<file path="src/rci_pkg.sv">
`timescale 1ns / 1ps

package rci_pkg;

   localparam int CfgFrac    = 30;
   localparam int CfgWidth   = 31;
   localparam int SqrtBits   = 32;
   localparam int QuotBits   = 31;
   localparam int DivLat     = QuotBits + 2;
   localparam int QueueDepth = 4;
   localparam int QueueAw    = $clog2(QueueDepth);
   localparam int CsrAddrW   = 3;

   typedef logic signed [31:0] q32_type;

   localparam q32_type QMax = 32'sh7fffffff;
   localparam q32_type QMin = 32'sh80000000;

   typedef enum logic {
      RegCosSq = 1'b0,
      RegSinSq = 1'b1
   } csr_reg_type;

   typedef struct packed {
      q32_type a;
      q32_type h;
      q32_type c;
   } coef_type;

   typedef struct packed {
      logic full;
      logic empty;
   } qstat_type;

   function automatic q32_type sat_to32(input logic signed [79:0] x);
      q32_type r;
      begin
         if (x > 80'sh7fffffff) begin
            r = QMax;
         end else if (x < -80'sh80000000) begin
            r = QMin;
         end else begin
            r = x[31:0];
         end
         return r;
      end
   endfunction

endpackage

</file>
<file path="src/rci_queue.sv">
`timescale 1ns / 1ps

module rci_queue import rci_pkg::*; (
   input  logic      clock,
   input  logic      reset,
   input  logic      push,
   input  coef_type  push_data,
   input  logic      pop,
   output coef_type  head,
   output qstat_type qstat
);

   coef_type           mem_ff [QueueDepth];
   logic [QueueAw-1:0] wr_ff, wr_in, rd_ff, rd_in;
   logic [QueueAw:0]   cnt_ff, cnt_in;
   logic               do_push, do_pop;

   assign qstat.full  = (cnt_ff == (QueueAw + 1)'(QueueDepth));
   assign qstat.empty = (cnt_ff == '0);
   assign do_push     = push && !qstat.full;
   assign do_pop      = pop && !qstat.empty;
   assign head        = mem_ff[rd_ff];

   always_comb begin
      wr_in  = do_push ? wr_ff + 1'b1 : wr_ff;
      rd_in  = do_pop ? rd_ff + 1'b1 : rd_ff;
      cnt_in = cnt_ff + (QueueAw + 1)'(do_push) - (QueueAw + 1)'(do_pop);
   end

   always_ff @(posedge clock) begin
      if (reset) begin
         wr_ff  <= '0;
         rd_ff  <= '0;
         cnt_ff <= '0;
      end else begin
         wr_ff  <= wr_in;
         rd_ff  <= rd_in;
         cnt_ff <= cnt_in;
      end
   end

   always_ff @(posedge clock) begin
      if (do_push) begin
         mem_ff[wr_ff] <= push_data;
      end
   end

endmodule

</file>
<file path="config.mk">
export PLATFORM = sky130hd
export DESIGN_NAME = rci_queue
export DESIGN_NICKNAME = d
export VERILOG_FILES = /design/src/rci_pkg.sv /design/src/rci_queue.sv
export SDC_FILE = /design/constraint.sdc
export NUM_CORES = 1
export LEC_CHECK = 0
export ABC_CLOCK_PERIOD_IN_PS = 5700
export BUFFER_PORTS_ARGS = -buffer_cell sky130_fd_sc_hd__buf_2
export CORE_MARGIN = 8
export CORE_UTILIZATION = 50
export DETAILED_ROUTE_END_ITERATION = 16
export PLACE_DENSITY = 0.74
export SLEW_MARGIN = 20
export SYNTH_ARGS = -nofsm -noshare
export SYNTH_HDL_FRONTEND = slang
export SYNTH_SLANG_ARGS = --single-unit
</file>
<file path="constraint.sdc">
create_clock -name clock -period 5.7 [get_ports clock]
set_clock_uncertainty 0.1 [all_clocks]
set_input_delay 1.71 -clock clock [delete_from_list [all_inputs] [get_ports clock]]
set_output_delay 1.71 -clock clock [all_outputs]
set_load 0.03 [all_outputs]
</file>
After elaboration in Yosys (flattened, before gate mapping) --
Memories as Yosys holds them, arrays and structs flattened. A register that Yosys moved wholly into a read port is not among the register bits. Index checks and enable logic that the tools add are counted.
Cells by class: $add $sub $neg 4, multiply operators 0, divide/modulo/power cells 0, order comparisons 0, eq/ne operators 1, shift operators 0, muxes and demuxes 4, bitwise operators 0, reduce and logical (&&, ||, !) cells 5
Operators by type and width (number):
- adder 2 x 1 -> 2 bit (second input constant) | 2
- two-way mux 2 bit | 2
- adder 3 x 1 -> 3 bit | 1
- equality test 3 bit (second input constant) | 1
- logical NOT 3 bit | 1
- subtractor 3 x 1 -> 3 bit | 1
- logical AND 1 bit | 2
- logical NOT 1 bit | 2
- two-way mux 1 bit | 2
Storage, ports and cells: flip-flop bits (word level) 7, bits in latches 0, memory bits (writable) 384, ROM bits 0, bits of input ports 100, output and inout port bits 98, word-level logic and storage cells 18, memories 1
Memories:
- mem_ff | depth 4, bits a word 96, rd ports 1, clocked after Yosys merged registers in 1, write ports 1, RTL line rci_queue.sv:13 | coef_type mem_ff [QueueDepth];

Depth between registers and ports, before layout --
Gate-level depths: netlist of the first run.
depth after elaboration 5, gate-level depth with buffers 10, gate-level depth less buffers 10

Worst setup path before layout of the first run --
Ideal clock, no wire load.
path type input -> register, from in push, to mem mem_ff[0][0] in the netlist's numbering, enable pin, setup time 0.466 ns, arrival 4.261 ns, required time 5.134 ns, setup slack 0.873 ns, stages 3, path buffers 0, path through inv_1 > nor2_1 > and2_1
Between the ends: word-level cells in the longest chain between the ends 3
Ends and longest elaborated chain:
- from (decl) | RTL line rci_queue.sv:6 | input logic push,
- logical AND 1 bit | RTL line rci_queue.sv:20 | assign do_push = push && !qstat.full;
- two-way mux 1 bit | RTL line rci_queue.sv:43 | if (do_push) begin
- two-way mux 1 bit (implied by the code) | RTL line rci_queue.sv:44 | mem_ff[wr_ff] <= push_data;
- to (decl) | RTL line rci_queue.sv:13
No other way between the ends.

==> out/metrics.cfg, run 1 <==
[worst_setup_path]
slowest_delay_ns = 0.85
required_ns = 3.89
end_kind = primary output
cp.arrival_ns = 2.68
path_class = reg2out
critical_path.top_delay_family = flip-flops
path_cells = buf_4 > mux4_2 > buf_2
slowest_stage = dfxtp_4
worstSetupStartpointType = flip-flop
critPathMaxFanout = 38
critical_path_buf_inv_count = 2

[yosys]
synth_common_cells = edfxtp_1, mux4_2, buf_2, dfxtp_1, inv_1
ys_ff_latch = 393
synth_flop_cell = edfxtp_1
synthTopCellsByArea = edfxtp_1, mux4_2, dfxtp_1
yosysTopAreaCellShare_pct = 80.5
syn_nets = 660
synth.distinct_cells = 25
synth-warning-count = 0
synth_edf_count = 384
syn-cell-area_sq_um = 14300
synth_most_common_cell = edfxtp_1
syn_inst = 553
ys_seq_area_share_pct = 81.8
yosysTopAreaCell = edfxtp_1
synthArstFlopShare_pct = 0
synth.avg_cell_area_sq_um = 25.9

[place]
placed_cells = 1120
placed_cell_area_sq_um = 15800
io_buffer_count = 197
dp_slack_ns = 1.67
gp_congestion = 0.754
hpwl_microns = 17400

[pwr]
swShare_pct = 29.7
p_seq_share_pct = 44.4
p_int_uw = 5730
p_leak_uw = 0.00570
pwr-share-comb_pct = 24.8
switching_power_uw = 2430
p_clk_share_pct = 30.8
powerDensity_nw_per_um2 = 479
irDropWorstVdd_uv = 247

[final_layout]
fin_cells = 1197
finalCoreUtilization_pct = 59.9
area_delta_synth_final_pct = 19.0
fillers = 1986
final_area_sq_um = 17000
layout-drive-gt1-share_pct = 45.3
nets = 884

[die]
initial_core_util_pct = 50.3
die_w_microns = 185
io_pins = 198
dieArea_sq_um = 34300
fp.dieH_microns = 185
rows = 62
core-area_sq_um = 28500

[sta]
post-route-period-util_pct = 78.7
drv_slew = 0
rsz0062_at_grt = no
hold_viol_final = 0
final.min_clock_period_ns = 4.49
worst_slack_ns = 1.21
timing.final.setup_violations = 0
setup_tns_ns = 0
timing.fmax_ghz = 0.223
tightest_slew_ns = 0.798
relSlewSlack_pct = 46.8

[detailed_routing]
drt-total-wl_microns = 27900
vias_per_cell = 5.42
wl_per_cell_microns = 23.3
drc = 0
drt_first_iter_violations = 405
drtAntennaViolNets = 0
drt_pass1_iterations = 7
vias = 6487

[outcome]
status = finished, final reports clean

[clocking]
cts_tree = done
htree_levels = 2
clk_latency_ns = 0.51
cts-resized-gates = 0
clock-sinks = 393
clk_path_buf_depth = 3
cts_buffers = 39
post_cts_buffers = 0
cts-root-buf = clkbuf_16
ctsHoldBuffers = 0
path_clk_slew_ns = 0.06

[global_route]
gr-total-overflow = 0
antenna_found_initial = 10
grt_pass1_vias = 7022
grt_start_max_net_pins = 60
track_usage_pct = 16.2
grt_pass1_wl_microns = 41700

[hold_path]
hp-class = reg2reg

[job]
drv_cap = 0

==> flip-flops by register name, indices dropped and copies added, names as in the netlist, named ones only <==
| signal | count |
|---|---|
| mem_ff | 384 |
| rd_ff | 2 |
| cnt_ff | 3 |
| wr_ff | 2 |
==> final cells by class <==
type / count / area (sq um) / area share (%)
flip-flops and latches: 393 / 11700 / 68.8
multi-input cells: 129 / 2420 / 14.2
repair buffers: 206 / 1100 / 6.48
clock buffers: 46 / 1000 / 5.88
well taps: 384 / 480 / 2.82
clock inverters: 26 / 269 / 1.58
inverters: 8 / 30.0 / 0.176
diodes: 5 / 12.5 / 0.0734
==> worst register-to-register path, stage by stage, from the launching register on <==
cell,delay (ns)
dfxtp_1,0.42
nor3b_1,0.12
nor2_1,0.34
and2_4,0.68
buf_4,0.55
==> layer usage <==
metal	routed length, microns	vias up	global-route usage [%]
met4	455	18	4.19
li1	-	2819	-
met5	103	-	0
met3	2710	57	5.28
met2	13400	243	25.4
met1	11300	3350	21.7
==> kinds of logic (layout without fill, tap and decap cells) <==
| group | Yosys count | in the layout | share of synthesized area (%) |
|---|---|---|---|
| flops | 393 | 393 | 81.8 |
| simple gates | 17 | 17 | 0.655 |
| mux | 97 | 97 | 15.2 |
| compound gates | 5 | 5 | 0.192 |
| other cells | 0 | 5 | 0 |
| fa+ha+maj | 7 | 7 | 0.664 |
| xor+xnor | 3 | 3 | 0.183 |
| buf+inv | 31 | 286 | 1.39 |
==> path summary, 6_finish.rpt <==
path | from | to | slack (ns) | depth (start not counted)
max | flip-flop | head[20] | 1.21 | 3
min | rd_ff[1] | flip-flop | 0.40 | 2
max reg2reg | cnt_ff[1] | mem_ff[2][34] | 3.13 | 4
min reg2reg | rd_ff[1] | flip-flop | 0.40 | 2
==> power groups by stage <==
| stage | Sequential, uW | Clock (uW) | Combinational, uW |
|---|---|---|---|
| after floorplan | 3590 | 0 | 1590 |
| after global placement | 3670 | 0 | 2040 |
| after detailed placement | 3690 | 0 | 2070 |
| after CTS | 3640 | 2560 | 2070 |
| after global routing | 3660 | 2670 | 2150 |
| final | 3620 | 2510 | 2030 |
==> stage by stage <==
step	power [uW]	hold slack (ns)
2_1_floorplan	5180	0.359
3_3_place_gp	5710	0.378
3_5_place_dp	5760	0.387
4_1_cts	8280	0.401
5_1_grt	8480	0.445
6_report	8160	0.399
==> cell usage in the layout, fill, tap and decap left out, types with 3 or more instances in the layout <==
| cell | n |
|---|---|
| edfxtp_1 | 384 |
| buf_2 | 197 |
| mux4_2 | 96 |
| clkbuf_16 | 39 |
| inv_1 | 8 |
| clkbuf_1 | 7 |
| clkinv_2 | 7 |
| clkinv_1 | 7 |
| dfxtp_1 | 7 |
| ha_1 | 6 |
| diode_2 | 5 |
| bufinv_16 | 5 |
| buf_4 | 5 |
| nor2_1 | 4 |
| and2_4 | 4 |
| buf_12 | 4 |
| inv_6 | 3 |
| clkinvlp_4 | 3 |
Power figures use the tool's default switching activity.
==> run 2, diff against run 1 <==
--- a/config.mk
+++ b/config.mk
@@ -5,7 +5,8 @@
 export SDC_FILE = /design/constraint.sdc
 export NUM_CORES = 1
 export LEC_CHECK = 0
-export ABC_CLOCK_PERIOD_IN_PS = 5700
+export ABC_AREA = 1
+export ABC_CLOCK_PERIOD_IN_PS = 4300
 export BUFFER_PORTS_ARGS = -buffer_cell sky130_fd_sc_hd__buf_2
 export CORE_MARGIN = 8
 export CORE_UTILIZATION = 50
==> constraint.sdc (replaced) <==
create_clock -name clock -period 4.3 [get_ports clock]
set_clock_uncertainty 0.1 [all_clocks]
set_input_delay 1.29 -clock clock [delete_from_list [all_inputs] [get_ports clock]]
set_output_delay 1.29 -clock clock [all_outputs]
set_load 0.03 [all_outputs]
==> out/metrics.cfg, run 2 <==
[yosys]
yosysTopAreaCell = edfxtp_1  ; unchanged
synth.distinct_cells = 19  ; was 25
synthArstFlopShare_pct = 0  ; unchanged
synth_common_cells = edfxtp_1, nor2_1, o21ai_0, o22ai_1, o21ai_1  ; was edfxtp_1, mux4_2, buf_2, dfxtp_1, inv_1
syn-cell-area_sq_um = 14800  ; was 14300 sq um
synth-warning-count = 0  ; unchanged
synth_most_common_cell = edfxtp_1  ; unchanged
synth_flop_cell = edfxtp_1  ; unchanged
synthTopCellsByArea = edfxtp_1, nor2_1, o22ai_1  ; was edfxtp_1, mux4_2, dfxtp_1
ys_seq_area_share_pct = 79.3  ; was 81.8%
syn_nets = 1104  ; was 660
synth_edf_count = 384  ; unchanged
ys_ff_latch = 393  ; unchanged
synth.avg_cell_area_sq_um = 14.8  ; was 25.9 sq um
syn_inst = 997  ; was 553
yosysTopAreaCellShare_pct = 78.1  ; was 80.5%

[detailed_routing]
drtAntennaViolNets = 0  ; unchanged
drt_pass1_iterations = 4  ; was 7
vias = 8787  ; was 6487
vias_per_cell = 5.45  ; was 5.42
wl_per_cell_microns = 19.3  ; was 23.3 microns
drc = 0  ; unchanged
drt-total-wl_microns = 31000  ; was 27900 microns
drt_first_iter_violations = 691  ; was 405

[clocking]
cts-root-buf = clkbuf_16  ; unchanged
clk_latency_ns = 0.50  ; was 0.51 ns
clock-sinks = 393  ; unchanged
htree_levels = 2  ; unchanged
ctsHoldBuffers = 0  ; unchanged
cts-resized-gates = 0  ; unchanged
path_clk_slew_ns = 0.06  ; about the same
cts_buffers = 40  ; was 39
clk_path_buf_depth = 3  ; unchanged
post_cts_buffers = 0  ; unchanged
cts_tree = done  ; unchanged

[global_route]
grt_start_max_net_pins = 193  ; was 60
antenna_found_initial = 10  ; unchanged
gr-total-overflow = 0  ; unchanged
grt_pass1_vias = 8889  ; was 7022
grt_pass1_wl_microns = 48700  ; was 41700 microns
track_usage_pct = 17.2  ; was 16.2%

[sta]
post-route-period-util_pct = 87.0
rsz0062_at_grt = no  ; unchanged
setup_tns_ns = 0  ; unchanged
worst_slack_ns = 0.557  ; was 1.21 ns
timing.final.setup_violations = 0  ; unchanged
hold_viol_final = 0  ; unchanged
timing.fmax_ghz = 0.267
final.min_clock_period_ns = 3.74
relSlewSlack_pct = 43.9  ; was 46.8%
drv_slew = 0  ; unchanged
tightest_slew_ns = 0.842  ; was 0.798 ns

[final_layout]
largest_register_ffs = 384  ; unchanged
finalCoreUtilization_pct = 58.7  ; was 59.9%
nets = 1296  ; was 884
reg_top3 = mem_ff x384, cnt_ff x3  ; unchanged
mostFrequentLayoutCell = edfxtp_1  ; unchanged
layout.cells.most_common_list = edfxtp_1, nor2_1, buf_2, o21ai_0, o22ai_1  ; was edfxtp_1, buf_2, mux4_2, clkbuf_16, inv_1
layout-drive-gt1-share_pct = 22.3  ; was 45.3%
largest_register = mem_ff  ; unchanged
area_delta_synth_final_pct = 16.6  ; was 19.0%
fillers = 2270  ; was 1986

[worst_setup_path]
required_ns = 2.91  ; was 3.89 ns
path_cells = inv_6 > buf_4 > nor2_1 > o22ai_1 > buf_2  ; was buf_4 > mux4_2 > buf_2
cp.arrival_ns = 2.35  ; was 2.68 ns
reg2reg_slack_ns = 1.99  ; was 3.13 ns
end_kind = primary output  ; unchanged
rr_startpoint = cnt_ff[1]  ; unchanged
crit_end = head[34]  ; was head[20]
r2r_cells = 5  ; was 4
slowest_stage = inv_6  ; was dfxtp_4
slowest_delay_ns = 0.49  ; was 0.85 ns
critPathMaxFanout = 87  ; was 38
worstSetupStartpointType = flip-flop  ; unchanged
path_class = reg2out  ; unchanged
r2r-end = mem_ff[1][57]  ; was mem_ff[2][34]

[place]
gp_congestion = 0.720  ; was 0.754
dp_slack_ns = 1.04  ; was 1.67 ns
io_buffer_count = 197  ; unchanged
hpwl_microns = 17400  ; about the same

[die]
dieArea_sq_um = 35300  ; was 34300 sq um
initial_core_util_pct = 50.3  ; about the same
core-area_sq_um = 29300  ; was 28500 sq um
io_pins = 198  ; unchanged
die_w_microns = 188  ; was 185 microns
rows = 63  ; was 62
fp.dieH_microns = 188  ; was 185 microns

[pwr]
powerDensity_nw_per_um2 = 627  ; was 479 nW/um^2
p_leak_uw = 0.00602  ; was 0.00570 uW
irDropWorstVdd_uv = 605  ; was 247 uV

[hold_path]
hp-class = reg2reg  ; unchanged

[job]
drv_cap = 0  ; unchanged

[outcome]
status = finished, final reports clean  ; unchanged

-- run 2: changes by cell type after synthesis, moves of 11 or more --
| cell | delta |
|---|---|
| o22ai_1 | +96 |
| o21ai_0 | +99 |
| buf_6 | +21 |
| mux4_2 | -96 |
| nand2_1 | +11 |
| nor2_1 | +202 |
| o21ai_1 | +91 |
-- run 2: how the worst min path moves through the flow --
| stage | startpoint | cells after the start | slack (ns) | end |
|---|---|---|---|---|
| 6_report | rd_ff[0] | 2 | 0.41 | flip-flop |
| 5_1_grt | rd_ff[1] | 2 | 0.46 | flip-flop |
| 4_1_cts | rd_ff[0] | 2 | 0.42 | flip-flop |
| 3_5_place_dp | rd_ff[0] | 2 | 0.41 | flip-flop |
| 3_3_place_gp | rd_ff[0] | 2 | 0.37 | rd_ff[0] |
| 2_1_floorplan | rd_ff[0] | 2 | 0.35 | flip-flop |
-- run 2: through the flow --
stage / hold slack, ns / power, uW / area (sq um) / std cells
2_1_floorplan: 0.348 / 6970 / 14800 / 997
5_1_grt: 0.456 / 11300 / 17200 / 1611
6_report: 0.414 / 10800 / 17200 / 1612
3_3_place_gp: 0.374 / 7750 / 16000 / 1537
4_1_cts: 0.422 / 10900 / 17200 / 1607
3_5_place_dp: 0.407 / 7810 / 16000 / 1537
-- run 2: cell type report --
cell class | instances | area, sq um | share of cell area, %
inverter | 20 | 81.3 | 0.472
multi-input combinational | 522 | 2550 | 14.8
tap | 390 | 488 | 2.83
sequential | 393 | 11700 | 68.1
clock buffer | 52 | 1070 | 6.20
timing repair buffer | 212 | 1190 | 6.89
clock inverter | 18 | 109 | 0.632
antenna | 5 | 12.5 | 0.0727
-- run 2: cells by family after synthesis --
| group | after synthesis | share of synthesized area, % |
|---|---|---|
| flops | 393 | 79.3 |
| fa+ha+maj | 7 | 0.644 |
| simple gates | 222 | 5.68 |
| compound gates | 293 | 10.7 |
| buf+inv | 82 | 3.59 |
-- run 2: metal layers --
layer  vias to the layer above  wire (microns)  global-route usage, %
met1                      4335           13000                   21.8
met3                        64            2130                   5.00
met5                         -              73                      0
li1                       4144               -                      -
met4                        12             689                   5.18
met2                       232           15100                   28.5
-- run 2: report_power, final --
part           switching, uW  total (uW)  internal [uW]
clock network           1300        3100           1800
registers                104        4770           4660
logic                   2180        2920            740
total                   3580       10800           7210
-- run 2: worst max-delay path, delay by kind of cell (launching register included) --
family | cells | cell delay (ns)
flip-flops | 1 | 0.36
AND/OR/NAND/NOR | 1 | 0.08
AO/OA/AOI/OAI | 1 | 0.23
buffers and inverters | 3 | 1.14
==> run 3, diff against run 2 <==
--- a/config.mk
+++ b/config.mk
@@ -6,8 +6,9 @@
 export NUM_CORES = 1
 export LEC_CHECK = 0
 export ABC_AREA = 1
-export ABC_CLOCK_PERIOD_IN_PS = 4300
+export ABC_CLOCK_PERIOD_IN_PS = 3500
 export BUFFER_PORTS_ARGS = -buffer_cell sky130_fd_sc_hd__buf_2
+export CORE_ASPECT_RATIO = 0.8
 export CORE_MARGIN = 8
 export CORE_UTILIZATION = 50
 export DETAILED_ROUTE_END_ITERATION = 16
==> constraint.sdc (replaced) <==
create_clock -name clock -period 3.5 [get_ports clock]
set_clock_uncertainty 0.1 [all_clocks]
set_input_delay 1.05 -clock clock [delete_from_list [all_inputs] [get_ports clock]]
set_output_delay 1.05 -clock clock [all_outputs]
set_load 0.03 [all_outputs]
==> out/metrics.cfg, run 3 (synthesized netlist as in run 2, its figures left out) <==
[pwr]
p_leak_uw = 0.00612  ; was 0.00602 uW
power_uw = 13600  ; was 10800 uW
powerDensity_nw_per_um2 = 779  ; was 627 nW/um^2
irDropWorstVdd_uv = 445  ; was 605 uV

[place]
placed_cells = 1533  ; was 1537
hpwl_microns = 18700  ; was 17400 microns
gp_congestion = 0.754  ; was 0.720
io_buffer_count = 197  ; unchanged

[sta]
final.min_clock_period_ns = 3.31
relSlewSlack_pct = 64.2  ; was 43.9%
hold_viol_final = 0  ; unchanged
tightest_slew_ns = 0.536  ; was 0.842 ns
rsz0062_at_grt = no  ; unchanged
timing.final.setup_violations = 0  ; unchanged
drv_slew = 0  ; unchanged
post-route-period-util_pct = 94.6
timing.fmax_ghz = 0.302

[detailed_routing]
drtAntennaViolNets = 0  ; unchanged
vias_per_cell = 5.49  ; was 5.45
drt_pass1_iterations = 5  ; was 4
vias = 8806  ; was 8787
drt_first_iter_violations = 669  ; was 691
drt-total-wl_microns = 31700  ; was 31000 microns
wl_per_cell_microns = 19.8  ; was 19.3 microns
drc = 0  ; unchanged

[worst_setup_path]
reg2reg_slack_ns = 1.24  ; was 1.99 ns
required_ns = 2.35  ; was 2.91 ns
critical_path_buf_inv_count = 2  ; was 3
rr_startpoint = cnt_ff[1]  ; unchanged
slowest_stage = buf_4  ; was inv_6
slowest_delay_ns = 0.47  ; was 0.49 ns
critical_path.top_delay_family = buffers and inverters  ; unchanged
critPathMaxFanout = 47  ; was 87
worstSetupStartpointType = flip-flop  ; unchanged
path_class = reg2out  ; unchanged
end_kind = primary output  ; unchanged
r2r-end = cnt_ff[2]  ; was mem_ff[1][57]
r2r_cells = 9  ; was 5
path_cells = buf_4 > o21ai_0 > o22ai_1 > buf_2  ; was inv_6 > buf_4 > nor2_1 > o22ai_1 > buf_2
cp.arrival_ns = 2.16  ; was 2.35 ns

[job]
drv_cap = 0  ; unchanged

[clocking]
path_clk_slew_ns = 0.06  ; about the same
cts-resized-gates = 0  ; unchanged
clock-sinks = 393  ; unchanged
cts-root-buf = clkbuf_16  ; unchanged
post_cts_buffers = 0  ; unchanged
cts_buffers = 39  ; was 40
cts_tree = done  ; unchanged
clk_path_buf_depth = 3  ; unchanged
htree_levels = 2  ; unchanged
ctsHoldBuffers = 0  ; unchanged
clk_latency_ns = 0.51  ; was 0.50 ns

[die]
io_pins = 198  ; unchanged
initial_core_util_pct = 50.5  ; was 50.3%
rows = 56  ; was 63
dieArea_sq_um = 35300  ; about the same
core-area_sq_um = 29200  ; was 29300 sq um
fp.dieH_microns = 170  ; was 188 microns
die_w_microns = 208  ; was 188 microns

[final_layout]
layout.cells.most_common_list = edfxtp_1, nor2_1, buf_2, o21ai_0, o22ai_1  ; unchanged
nets = 1304  ; was 1296
area_delta_synth_final_pct = 18.1  ; was 16.6%
largest_register_ffs = 384  ; unchanged
mostFrequentLayoutCell = edfxtp_1  ; unchanged
largest_register = mem_ff  ; unchanged
fin_cells = 1604  ; was 1612
reg_top3 = mem_ff x384, cnt_ff x3  ; unchanged
layout-drive-gt1-share_pct = 23.2  ; was 22.3%

[global_route]
grt_pass1_vias = 8760  ; was 8889
track_usage_pct = 17.4  ; was 17.2%
antenna_found_initial = 6  ; was 10
grt_start_max_net_pins = 111  ; was 193
gr-total-overflow = 0  ; unchanged
grt_pass1_wl_microns = 48900  ; was 48700 microns

[outcome]
status = finished, final reports clean  ; unchanged

[hold_path]
hold_path_depth = 2  ; unchanged
hp-class = reg2reg  ; unchanged
min_to = rd_ff[0]
hold_start = rd_ff[0]  ; unchanged

-- run 3: changes by cell type in the layout (fill, tap and decap cells not counted), moves of 2 or more --
cell        change
buf_12          +9
bufinv_16       +2
clkbuf_1        -3
clkinv_1        -2
clkinv_2        -2
clkinvlp_4      +2
diode_2         -3
-- run 3: layout make-up --
cell class	count	area, sq um
fill	2241	11800
sequential	393	11700
multi-input combinational	522	2550
timing repair buffer	221	1370
clock buffer	50	1070
tap	377	472
clock inverter	19	174
inverter	20	80.1
antenna	2	5.00
-- run 3: worst register-to-register path, cell delays in order (launching register included) --
cell and delay (ns):
dfxtp_1 0.35, nor2_1 0.07, nand2_1 0.16, nand2_1 0.27, ha_1 0.37, inv_1 0.04, ha_1 0.19, fa_1 0.43
a21oi_1 0.13, nor2_1 0.05
-- run 3: metal layers --
layer	track usage (%)	vias up	share of wire [%]
met4	4.25	10	1.7
met3	5.04	56	7.9
met5	0	-	0.19
met2	28.0	280	46
li1	-	4160	-
met1	23.2	4300	44
-- run 3: worst max-delay path by stage --
stage	depth (start not counted)	from	slack, ns	end
after floorplan	2	push	-0.74	mem_ff[0][0]
after global placement	8	push	0.67	cnt_ff[2]
after detailed placement	9	push	0.65	cnt_ff[2]
after CTS	4	flip-flop	0.15	head[50]
after global routing	4	flip-flop	0.07	head[63]
final	4	flip-flop	0.19	head[50]
-- run 3: power breakdown --
| group | leakage (uW) | switching [uW] | internal (uW) |
|---|---|---|---|
| sequential | 0.00359 | 121 | 5720 |
| combinational | 0.00192 | 2730 | 978 |
| clock | 0.000607 | 1650 | 2380 |
-- run 3: through the flow --
step / hold WS (ns) / area [sq um] / utilization (%) / TNS [ns] / worst slack (ns)
3_3_place_gp: 0.368 / 16200 / 55.4 / 0 / 0.666
2_1_floorplan: 0.348 / 14800 / - / -285.89 / -0.744
4_1_cts: 0.401 / 17400 / 59.6 / 0 / 0.145
3_5_place_dp: 0.384 / 16200 / 55.4 / 0 / 0.649
6_report: 0.402 / 17400 / 59.7 / 0 / 0.188
5_1_grt: 0.441 / 17400 / 59.6 / 0 / 0.0666
